$ cat config.mk
export PLATFORM = sky130hd
export DESIGN_NAME = seeded_struct_crc32c_flat
export DESIGN_NICKNAME = d
export VERILOG_FILES = /design/src/sscrc_pkg.sv /design/src/sscrc_in_if.sv /design/src/sscrc_out_if.sv /design/src/sscrc_ctrl.sv /design/src/sscrc_dp.sv /design/src/seeded_struct_crc32c.sv /design/src/flat_wrapper.sv
export SDC_FILE = /design/constraint.sdc
export NUM_CORES = 1
export LEC_CHECK = 0
export BUFFER_PORTS_ARGS = -buffer_cell sky130_fd_sc_hd__buf_2
export CORE_MARGIN = 2
export CORE_UTILIZATION = 30
export DETAILED_ROUTE_END_ITERATION = 8
export PLACE_DENSITY = 0.57
export SLEW_MARGIN = 20
export SYNTH_ARGS = -nofsm -noshare
export SYNTH_HDL_FRONTEND = slang
export SYNTH_HIERARCHICAL = 1
export SYNTH_SLANG_ARGS = --single-unit
$ cat constraint.sdc
create_clock -name i_clk -period 11.1 [get_ports i_clk]
set_input_delay 1.665 -clock i_clk [delete_from_list [all_inputs] [get_ports i_clk]]
set_output_delay 1.665 -clock i_clk [all_outputs]
set_load 0.05 [all_outputs]
$ cat src/sscrc_pkg.sv
// shared constants, types and crc function for the seeded crc-32c block
`timescale 1ns / 1ps
`default_nettype none
package sscrc_pkg;

    localparam int unsigned MAX_STRUCT_BYTES = 65536;
    localparam int unsigned ID_BYTES         = 16;
    localparam int unsigned LOC_BYTES        = 8;
    localparam int unsigned SEED_BYTES       = ID_BYTES + LOC_BYTES;
    localparam int unsigned POS_W            = $clog2(MAX_STRUCT_BYTES + 1);
    localparam int unsigned STEP_W           = $clog2(SEED_BYTES);
    localparam int unsigned CFG_DATA_W       = 64;
    localparam int unsigned CFG_IDX_W        = 2;
    localparam int unsigned OFF_W            = 16;

    localparam logic [31:0] CRC_POLY = 32'h82F63B78;
    localparam logic [31:0] CRC_INIT = 32'hFFFFFFFF;
    localparam logic [STEP_W-1:0] SEED_LAST = STEP_W'(SEED_BYTES - 1);
    localparam logic [POS_W-1:0]  POS_MAX   = POS_W'(MAX_STRUCT_BYTES);
    localparam logic [POS_W-1:0]  FIELD_LEN = POS_W'(4);

    localparam logic [CFG_IDX_W-1:0] CFG_VOLUME_ID_LOW  = 2'd0;
    localparam logic [CFG_IDX_W-1:0] CFG_VOLUME_ID_HIGH = 2'd1;
    localparam logic [CFG_IDX_W-1:0] CFG_CHECKSUM_OFFSET = 2'd2;

    typedef struct packed {
        logic take_plain;
        logic load_first;
        logic seed;
        logic take_held;
    } t_cmd;

    typedef struct packed {
        logic seed_done;
        logic held_last;
        logic out_free;
    } t_status;

    function automatic logic [31:0] crc_byte(input logic [31:0] c, input logic [7:0] b);
        logic [31:0] x;
        x = c ^ {24'd0, b};
        for (int k = 0; k < 8; k++) begin
            x = (x >> 1) ^ (CRC_POLY & {32{x[0]}});
        end
        return x;
    endfunction

endpackage
`default_nettype wire

$ cat src/sscrc_in_if.sv
// input channel: one structure byte with framing and location
`timescale 1ns / 1ps
`default_nettype none
interface sscrc_in_if;
    logic        valid;
    logic        ready;
    logic [7:0]  data_byte;
    logic        first;
    logic        last;
    logic [63:0] location;

    modport source (output valid, output data_byte, output first, output last,
                    output location, input ready);
    modport sink (input valid, input data_byte, input first, input last,
                  input location, output ready);
endinterface
`default_nettype wire

$ cat src/sscrc_out_if.sv
// output channel: final checksum and its validity flag
`timescale 1ns / 1ps
`default_nettype none
interface sscrc_out_if;
    logic        valid;
    logic        ready;
    logic [31:0] checksum;
    logic        valid_res;

    modport source (output valid, output checksum, output valid_res, input ready);
    modport sink (input valid, input checksum, input valid_res, output ready);
endinterface
`default_nettype wire

$ cat src/sscrc_ctrl.sv
// controller state machine: accept, seed sequence, held byte processing
`timescale 1ns / 1ps
`default_nettype none
module sscrc_ctrl
    import sscrc_pkg::*;
(
    input  wire logic    i_clk,
    input  wire logic    i_rst_n,
    input  wire logic    i_in_valid,
    input  wire logic    i_in_first,
    input  wire t_status i_status,
    output logic         o_in_ready,
    output t_cmd         o_cmd
);

    localparam logic [1:0] ST_IDLE = 2'd0;
    localparam logic [1:0] ST_SEED = 2'd1;
    localparam logic [1:0] ST_BYTE = 2'd2;

    logic [1:0] r_state;
    logic [1:0] n_state;
    logic       accept;

    assign o_in_ready = (r_state == ST_IDLE) && i_status.out_free;
    assign accept     = o_in_ready && i_in_valid;

    always_comb begin
        n_state = r_state;
        o_cmd   = '0;
        unique case (r_state)
            ST_IDLE: begin
                if (accept) begin
                    if (i_in_first) begin
                        o_cmd.load_first = 1'b1;
                        n_state = ST_SEED;
                    end else begin
                        o_cmd.take_plain = 1'b1;
                    end
                end
            end
            ST_SEED: begin
                o_cmd.seed = 1'b1;
                if (i_status.seed_done) begin
                    n_state = ST_BYTE;
                end
            end
            ST_BYTE: begin
                if (!i_status.held_last || i_status.out_free) begin
                    o_cmd.take_held = 1'b1;
                    n_state = ST_IDLE;
                end
            end
            default: begin
                n_state = ST_IDLE;
            end
        endcase
    end

    always_ff @(posedge i_clk) begin
        if (!i_rst_n) begin
            r_state <= ST_IDLE;
        end else begin
            r_state <= n_state;
        end
    end

endmodule
`default_nettype wire

$ cat src/sscrc_dp.sv
// datapath: config registers, crc register, byte counter, seed selection, result register
`timescale 1ns / 1ps
`default_nettype none
module sscrc_dp
    import sscrc_pkg::*;
(
    input  wire logic                  i_clk,
    input  wire logic                  i_rst_n,
    input  wire logic                  i_cfg_we,
    input  wire logic [CFG_IDX_W-1:0]  i_cfg_index,
    input  wire logic [CFG_DATA_W-1:0] i_cfg_data,
    input  wire logic [7:0]            i_data_byte,
    input  wire logic                  i_last,
    input  wire logic [63:0]           i_location,
    input  wire t_cmd                  i_cmd,
    input  wire logic                  i_out_ready,
    output t_status                    o_status,
    output logic                       o_out_valid,
    output logic [31:0]                o_checksum,
    output logic                       o_valid_res
);

    logic [63:0]       r_id_low;
    logic [63:0]       r_id_high;
    logic [OFF_W-1:0]  r_offset;
    logic [31:0]       r_crc;
    logic [POS_W-1:0]  r_pos;
    logic [STEP_W-1:0] r_step;
    logic [63:0]       r_loc;
    logic [7:0]        r_held_byte;
    logic              r_held_last;
    logic              r_out_valid;
    logic [31:0]       r_checksum;
    logic              r_valid_res;

    logic [63:0]       seed_word;
    logic [7:0]        seed_byte;
    logic [7:0]        cur_byte;
    logic              cur_last;
    logic              take;
    logic [POS_W-1:0]  need;
    logic [POS_W-1:0]  pos_next;
    logic              in_window;
    logic [31:0]       crc_next;
    logic              out_free;

    assign out_free = !r_out_valid || i_out_ready;

    always_comb begin
        unique case (r_step[STEP_W-1:3])
            2'd0:    seed_word = r_id_low;
            2'd1:    seed_word = r_id_high;
            default: seed_word = r_loc;
        endcase
    end
    assign seed_byte = seed_word[{r_step[2:0], 3'b000} +: 8];

    assign take      = i_cmd.take_plain || i_cmd.take_held;
    assign cur_byte  = i_cmd.take_held ? r_held_byte : i_data_byte;
    assign cur_last  = i_cmd.take_held ? r_held_last : i_last;
    assign need      = {1'b0, r_offset} + FIELD_LEN;
    assign in_window = (r_pos >= {1'b0, r_offset}) && (r_pos < need);
    assign pos_next  = (r_pos == POS_MAX) ? r_pos : r_pos + POS_W'(1);
    assign crc_next  = crc_byte(r_crc, in_window ? 8'd0 : cur_byte);

    always_ff @(posedge i_clk) begin
        if (!i_rst_n) begin
            r_id_low    <= '0;
            r_id_high   <= '0;
            r_offset    <= '0;
            r_crc       <= CRC_INIT;
            r_pos       <= '0;
            r_step      <= '0;
            r_out_valid <= 1'b0;
            r_held_last <= 1'b0;
        end else begin
            if (i_cfg_we) begin
                unique case (i_cfg_index)
                    CFG_VOLUME_ID_LOW:   r_id_low  <= i_cfg_data;
                    CFG_VOLUME_ID_HIGH:  r_id_high <= i_cfg_data;
                    CFG_CHECKSUM_OFFSET: r_offset  <= i_cfg_data[OFF_W-1:0];
                    default: ;
                endcase
            end
            if (i_cmd.load_first) begin
                r_crc       <= CRC_INIT;
                r_pos       <= '0;
                r_step      <= '0;
                r_held_last <= i_last;
            end else if (i_cmd.seed) begin
                r_crc  <= crc_byte(r_crc, seed_byte);
                r_step <= r_step + STEP_W'(1);
            end else if (take) begin
                r_crc <= crc_next;
                r_pos <= pos_next;
            end
            if (take && cur_last) begin
                r_out_valid <= 1'b1;
            end else if (i_out_ready) begin
                r_out_valid <= 1'b0;
            end
        end
    end

    always_ff @(posedge i_clk) begin
        if (i_cmd.load_first) begin
            r_loc       <= i_location;
            r_held_byte <= i_data_byte;
        end
        if (take && cur_last) begin
            r_valid_res <= (pos_next >= need);
            r_checksum  <= (pos_next >= need) ? ~crc_next : 32'd0;
        end
    end

    assign o_status.seed_done = (r_step == SEED_LAST);
    assign o_status.held_last = r_held_last;
    assign o_status.out_free  = out_free;
    assign o_out_valid        = r_out_valid;
    assign o_checksum         = r_checksum;
    assign o_valid_res        = r_valid_res;

endmodule
`default_nettype wire

$ cat src/seeded_struct_crc32c.sv
// top level of the seeded crc-32c structure checksum block
// a last byte's result is registered as the byte is taken, valid the cycle after
// a first byte holds the input for load, the 24 seed bytes, then the held byte
// throughput: one plain byte per cycle, set by the single-byte crc update on the crc register
// a result waiting on the output stalls the input until it is taken
// synchronous active-low reset: crc to all ones, count and config to zero, no result pending
`timescale 1ns / 1ps
`default_nettype none
module seeded_struct_crc32c
    import sscrc_pkg::*;
(
    input  wire logic                  i_clk,
    input  wire logic                  i_rst_n,
    input  wire logic                  i_cfg_we,
    input  wire logic [CFG_IDX_W-1:0]  i_cfg_index,
    input  wire logic [CFG_DATA_W-1:0] i_cfg_data,
    sscrc_in_if.sink                   s_in,
    sscrc_out_if.source                m_out
);

    t_cmd    cmd;
    t_status status;
    logic    in_ready;

    assign s_in.ready = in_ready;

    sscrc_ctrl u_ctrl (
        .i_clk      (i_clk),
        .i_rst_n    (i_rst_n),
        .i_in_valid (s_in.valid),
        .i_in_first (s_in.first),
        .i_status   (status),
        .o_in_ready (in_ready),
        .o_cmd      (cmd)
    );

    sscrc_dp u_dp (
        .i_clk       (i_clk),
        .i_rst_n     (i_rst_n),
        .i_cfg_we    (i_cfg_we),
        .i_cfg_index (i_cfg_index),
        .i_cfg_data  (i_cfg_data),
        .i_data_byte (s_in.data_byte),
        .i_last      (s_in.last),
        .i_location  (s_in.location),
        .i_cmd       (cmd),
        .i_out_ready (m_out.ready),
        .o_status    (status),
        .o_out_valid (m_out.valid),
        .o_checksum  (m_out.checksum),
        .o_valid_res (m_out.valid_res)
    );

endmodule
`default_nettype wire

$ cat src/flat_wrapper.sv
// flat-port wrapper written by rule: the top's interface ports become plain ports
module seeded_struct_crc32c_flat import sscrc_pkg::*;
  (i_clk, i_rst_n, i_cfg_we, i_cfg_index, i_cfg_data, s_in_valid, s_in_data_byte, s_in_first, s_in_last, s_in_location, s_in_ready, m_out_valid, m_out_checksum, m_out_valid_res, m_out_ready);
  sscrc_in_if s_in_i ();
  sscrc_out_if m_out_i ();
  input  wire logic i_clk;
  input  wire logic i_rst_n;
  input  wire logic i_cfg_we;
  input  wire logic [CFG_IDX_W-1:0] i_cfg_index;
  input  wire logic [CFG_DATA_W-1:0] i_cfg_data;
  input wire logic [$bits(s_in_i.valid)-1:0] s_in_valid;
  input wire logic [$bits(s_in_i.data_byte)-1:0] s_in_data_byte;
  input wire logic [$bits(s_in_i.first)-1:0] s_in_first;
  input wire logic [$bits(s_in_i.last)-1:0] s_in_last;
  input wire logic [$bits(s_in_i.location)-1:0] s_in_location;
  output wire logic [$bits(s_in_i.ready)-1:0] s_in_ready;
  output wire logic [$bits(m_out_i.valid)-1:0] m_out_valid;
  output wire logic [$bits(m_out_i.checksum)-1:0] m_out_checksum;
  output wire logic [$bits(m_out_i.valid_res)-1:0] m_out_valid_res;
  input wire logic [$bits(m_out_i.ready)-1:0] m_out_ready;
  assign s_in_i.valid = s_in_valid;
  assign s_in_i.data_byte = s_in_data_byte;
  assign s_in_i.first = s_in_first;
  assign s_in_i.last = s_in_last;
  assign s_in_i.location = s_in_location;
  assign s_in_ready = s_in_i.ready;
  assign m_out_valid = m_out_i.valid;
  assign m_out_checksum = m_out_i.checksum;
  assign m_out_valid_res = m_out_i.valid_res;
  assign m_out_i.ready = m_out_ready;
  seeded_struct_crc32c u_core (.i_clk(i_clk), .i_rst_n(i_rst_n), .i_cfg_we(i_cfg_we), .i_cfg_index(i_cfg_index), .i_cfg_data(i_cfg_data), .s_in(s_in_i), .m_out(m_out_i));
endmodule
## Word level (Yosys, flattened, before mapping)

Index checks and enable logic that the tools add are counted.

- Add/sub/neg operators: 3
- $lt $le $gt $ge: 3
- Eq/ne operators: 11
- Shift operators: 1
- Multiplexer cells: 21
- Bitwise operators: 21
- Reduce and logical (&&, ||, !) cells: 20

Operators with widths:

| kind | number |
|---|---|
| bitwise XOR 31 x 32 -> 32 bit | 16 |
| one-hot mux 64 bit (2 select lines) | 1 |
| two-way mux 32 bit | 2 |
| indexed part select 64 x 7 -> 8 bit | 1 |
| bitwise XOR 32 x 8 -> 32 bit | 2 |
| inverter 32 bit | 1 |
| adder 16 x 3 -> 17 bit (second input constant) | 1 |
| adder 17 x 1 -> 17 bit (second input constant) | 1 |
| == test 17 bit (second input constant) | 1 |
| >= comparator 17 x 16 -> 1 bit | 1 |
| >= comparator 17 bit | 1 |
| < comparator 17 bit | 1 |
| two-way mux 17 bit | 1 |
| two-way mux 8 bit | 2 |
| two-way mux 2 bit | 6 |
| two-way mux 1 bit | 8 |
| AND reduction 2 bit | 4 |
| == test 2 x 1 -> 1 bit (second input constant) | 3 |
| logical NOT 2 bit | 3 |
| inequality test 2 bit (second input constant) | 3 |
| one-hot mux 2 bit (3 select lines) | 1 |
| adder 5 x 1 -> 5 bit (second input constant) | 1 |
| == test 5 bit (second input constant) | 1 |
| == test 2 bit (second input constant) | 2 |
| other kinds (8) | 16 |

- Register bits: 307
- Bits of input ports: 145
- Output and inout bits: 35
- Word-level logic and storage cells: 93

## Depth between registers and ports, before layout

- Depth in word-level cells: 18
- Mapped depth: 18
- Depth with buffers taken out: 17

## Cells and area by module

Netlist, hierarchy kept.

Modules (own cells, without submodules):

| module | times used | cells an instance | area each (um^2) | sequential area each (um^2) |
|---|---|---|---|---|
| sscrc_dp | 1 | 1,657 | 16,572.1 | 7,156.9 |
| sscrc_ctrl | 1 | 15 | 142.6 | 40.0 |

## Worst setup path after synthesis

No wires, ideal clock.

- Path type: input-to-reg
- Start point: input port m_out_ready
- End point: register u_core.u_dp.r_checksum[0] (netlist: u_core/u_dp/o_checksum[0]), enable pin
- Library setup time: 0.470 ns
- Arrival time: 5.313 ns
- Required time: 10.630 ns
- Setup slack: 5.317 ns
- Stages on the path: 6
- Path buffers: 1
- Path through: nand2b_1 > buf_4 > nor3b_2 > and3b_1 > nand2_1 > o21ai_0

RTL lines:

| what | RTL line | source |
|---|---|---|
| start, declared | flat_wrapper.sv:20 | `input wire logic [$bits(m_out_i.ready)-1:0] m_out_ready;` |
| end signal, assigned | sscrc_dp.sv:112 | `r_checksum <= (pos_next >= need) ? ~crc_next : 32'd0;` |
| end, declared | sscrc_dp.sv:33 | `logic [31:0] r_checksum;` |

==> impl_metrics.py <==
metrics = {
    "outcome": {
        "outcome": "finished clean",
    },
    "yosys": {
        "yosysTopAreaCell": "dfxtp_1",
        "ys_ff_latch": 307,
        "yosys_most_used_dff": "dfxtp_1",
        "yosysMostFrequentCell": "nand2_1",
        "async_reset_ff_share_pct": 0,
        "netlist.area_leader.share_pct": 24.2,
        "synth_cells": 1672,
        "yosysWarnings": 6,
        "yosysUniqueCellTypes": 77,
        "synthTopCellsByCount": "nand2_1 (352), dfxtp_1 (202), a21boi_0 (152)",
        "synth_edf_count": 105,
        "synth.avg_cell_area_um2": 10.0,
        "ys_seq_area_share_pct": 43.1,
        "synth_nets": 1861,
        "synth.area.top_cells": "dfxtp_1 (24%), edfxtp_1 (19%), nand2_1 (7.9%), xnor2_1 (7.6%), a21boi_0 (6.8%)",
        "synth_area_um2": 16700,
    },
    "route": {
        "drtIter0Drc": 779,
        "routed_wl_mm": 49.8,
        "routed_via_density": 4.90,
        "vias": 12600,
        "firstDrtPassIters": 5,
        "ant_nets": 0,
        "drc": 0,
        "wire_per_inst_um": 19.3,
    },
    "clock_tree": {
        "clock_sinks": 307,
        "root_buffer": "clkbuf_16",
        "htree_levels": 2,
        "clkSlewWorstSetupHoldPaths_ns": 0.06,
        "clockBufferDepth": 3,
        "post_cts_buffers": 0,
        "clock_latency_ns": 0.57,
        "ctsHoldBuffers": 0,
        "ctsResizeCount": 0,
        "cts_tree": "done",
        "cts-buffers-inserted": 39,
    },
    "place": {
        "routabilityCongestion": 0.890,
        "place_hpwl_mm": 35.5,
        "place_ws_ns": 5.66,
        "port_buffers": 179,
    },
    "floorplan": {
        "io_pins": 180,
        "start_util_pct": 30.3,
        "die_h_um": 240,
        "die_w_um": 240,
        "core_um2": 55100,
        "row_count": 86,
        "dieArea_um2": 57600,
    },
    "worst_setup_path": {
        "r2r_slack_ns": 6.24,
        "start_kind": "input port",
        "required_ns": 11.49,
        "crit_start": "m_out_ready",
        "rr_endpoint": "u_core/u_dp/o_checksum[20]$_SDFFCE_PN0P_",
        "end_kind": "register",
        "r2r_cells": 15,
        "crit_end": "u_core/u_dp/r_crc[22]$_SDFFE_PP1P_",
        "critPathKind": "input port to register",
        "critical_path.max_fanout": 14,
        "cp_data_arrival_time_ns": 5.27,
        "r2r-start": "u_core/u_dp/r_offset[2]$_SDFFE_PN0P_",
    },
    "power": {
        "vdd_drop_max_mv": 0.131,
        "p_per_area_nw_per_um2": 233,
        "leakagePower_uw": 0.00709,
    },
    "final_layout": {
        "nets": 1992,
        "final_util_pct": 35.5,
        "fillers": 5558,
        "layout-drive-gt1-share_pct": 18.1,
        "area_growth_pct": 17.0,
    },
    "timing": {
        "relSlewSlack_pct": 26.6,
        "finalClockSkew_ns": 0.0170,
        "hold_viol": 0,
        "setup_viol": 0,
        "finalMaxSlewViolations": 0,
        "worst_slack_ns": 6.22,
        "fin_tns_setup_ns": 0,
        "period_share_pct": 43.9,
        "rsz0062_at_grt": "no",
        "max_freq_ghz": 0.205,
        "period_minus_slack_ns": 4.88,
        "tightest_slew_ns": 1.09,
    },
    "min_path": {
        "hold_path.startpoint": "u_core/u_dp/r_id_low[51]$_SDFFE_PN0P_",
        "hold_class": "register to register",
    },
    "grt": {
        "grt_use_total_pct": 17.3,
        "antenna_found_initial": 19,
        "grt_pass1_wl_mm": 75.5,
        "grt-ovfl-total": 0,
        "grt_pass1_vias": 12300,
        "grt_max_degree": 111,
    },
    "flow_run": {
        "drv_cap": 0,
    },
}
registers in the layout, summed over array words and instances, names as in the netlist:
name                     count
u_core/u_dp/r_offset        16
u_core/u_dp/r_step           5
u_core/u_ctrl/r_state        2
u_core/u_dp/r_held_byte      8
u_core/u_dp/r_pos           17
u_core/u_dp/o_checksum      32
u_core/u_dp/r_crc           32
u_core/u_dp/r_loc           64
u_core/u_dp/r_id_high       64
u_core/u_dp/r_held_last      1
u_core/u_dp/r_id_low        64
u_core/u_dp/o_out_valid      1
u_core/u_dp/o_valid_res      1
report_power, final:
group	internal [uW]	switching (uW)	total, uW
Sequential	1240	88.5	1330
Combinational	906	1100	2010
Clock	715	516	1230
worst max-delay path: stages:
cell and delay (ns):
buf_2 0.07, nand2b_1 0.17, nor2b_1 0.07, nor3b_2 0.15
buf_4 0.28, mux2i_1 0.59, xnor2_1 0.22, xnor2_1 0.19
xnor2_1 0.24, xnor2_1 0.15, o31ai_1 0.11, xnor2_1 0.61
xor2_1 0.34, xnor2_1 0.14, mux2i_1 0.17, a22oi_1 0.09
placed cells by master, fill, tap and decap left out, types with 8 or more instances in the layout:
| master | instances |
|---|---|
| nand2_1 | 352 |
| dfxtp_1 | 199 |
| buf_2 | 178 |
| a21boi_0 | 152 |
| xnor2_1 | 144 |
| edfxtp_1 | 105 |
| xor2_1 | 75 |
| nor2_1 | 75 |
| ha_1 | 44 |
| clkbuf_16 | 41 |
| a21oi_1 | 41 |
| mux2_1 | 32 |
| mux2i_1 | 28 |
| mux4_2 | 28 |
| inv_1 | 21 |
| buf_4 | 20 |
| o21ai_0 | 20 |
| nand3_1 | 15 |
| o21ai_1 | 13 |
| nand2b_1 | 11 |
| o22ai_1 | 11 |
| mux2_2 | 10 |
| clkinv_2 | 9 |
| clkbuf_1 | 9 |
| nor3_1 | 9 |
| nand4_1 | 9 |
| nor2b_1 | 8 |
| o211ai_1 | 8 |
| xnor3_1 | 8 |
per-stage QoR:
stage,instances,instance area (um^2),hold slack [ns],power (uW)
floorplan,1672,16700,0.439,2880
global placement,2510,18300,0.447,3320
detailed placement,2510,18300,0.454,3330
CTS,2580,19500,0.464,4580
global route,2580,19500,0.470,4800
finish,2583,19600,0.461,4570
logic make-up (layout without fill, tap and decap cells):
family	count (synthesis)	count (layout)	share of synthesized area, %
buffers and inverters	129	289	3.15
adder cells (fa/ha/maj)	45	45	3.35
other	0	3	0
flip-flops	307	307	43.1
AO/OA/AOI/OAI	319	319	13.4
XOR/XNOR	241	241	14.3
multiplexers	105	105	9.38
AND/OR/NAND/NOR	526	526	13.4
layout make-up:
cell class,count,area [um^2],share of cell area [%]
multi-input combinational,1236,9050,46.3
sequential,307,7200,36.8
clock buffer,55,1130,5.77
timing repair buffer,198,1040,5.32
tap,748,936,4.79
clock inverter,15,116,0.595
inverter,21,78.8,0.403
antenna,3,7.51,0.0384
worst min-delay path by stage:
stage,to,cells past startpoint,slack (ns)
floorplan,u_core/u_dp/r_id_low[19]$_SDFFE_PN0P_,2,0.44
global placement,u_core/u_dp/r_id_low[50]$_SDFFE_PN0P_,2,0.45
detailed placement,u_core/u_dp/r_id_low[33]$_SDFFE_PN0P_,2,0.45
CTS,u_core/u_dp/r_id_low[25]$_SDFFE_PN0P_,2,0.46
global route,u_core/u_dp/r_id_high[1]$_SDFFE_PN0P_,2,0.47
finish,u_core/u_dp/r_id_low[51]$_SDFFE_PN0P_,2,0.46
metal layers:
metal	vias up	GRT usage (%)	routed length (um)
met5	-	0	173
met4	28	5.59	1430
met3	106	4.54	3480
met2	334	28.8	23500
met1	6106	21.7	21200
li1	6071	-	-
Note: power is estimated with default switching activity, not from simulation.
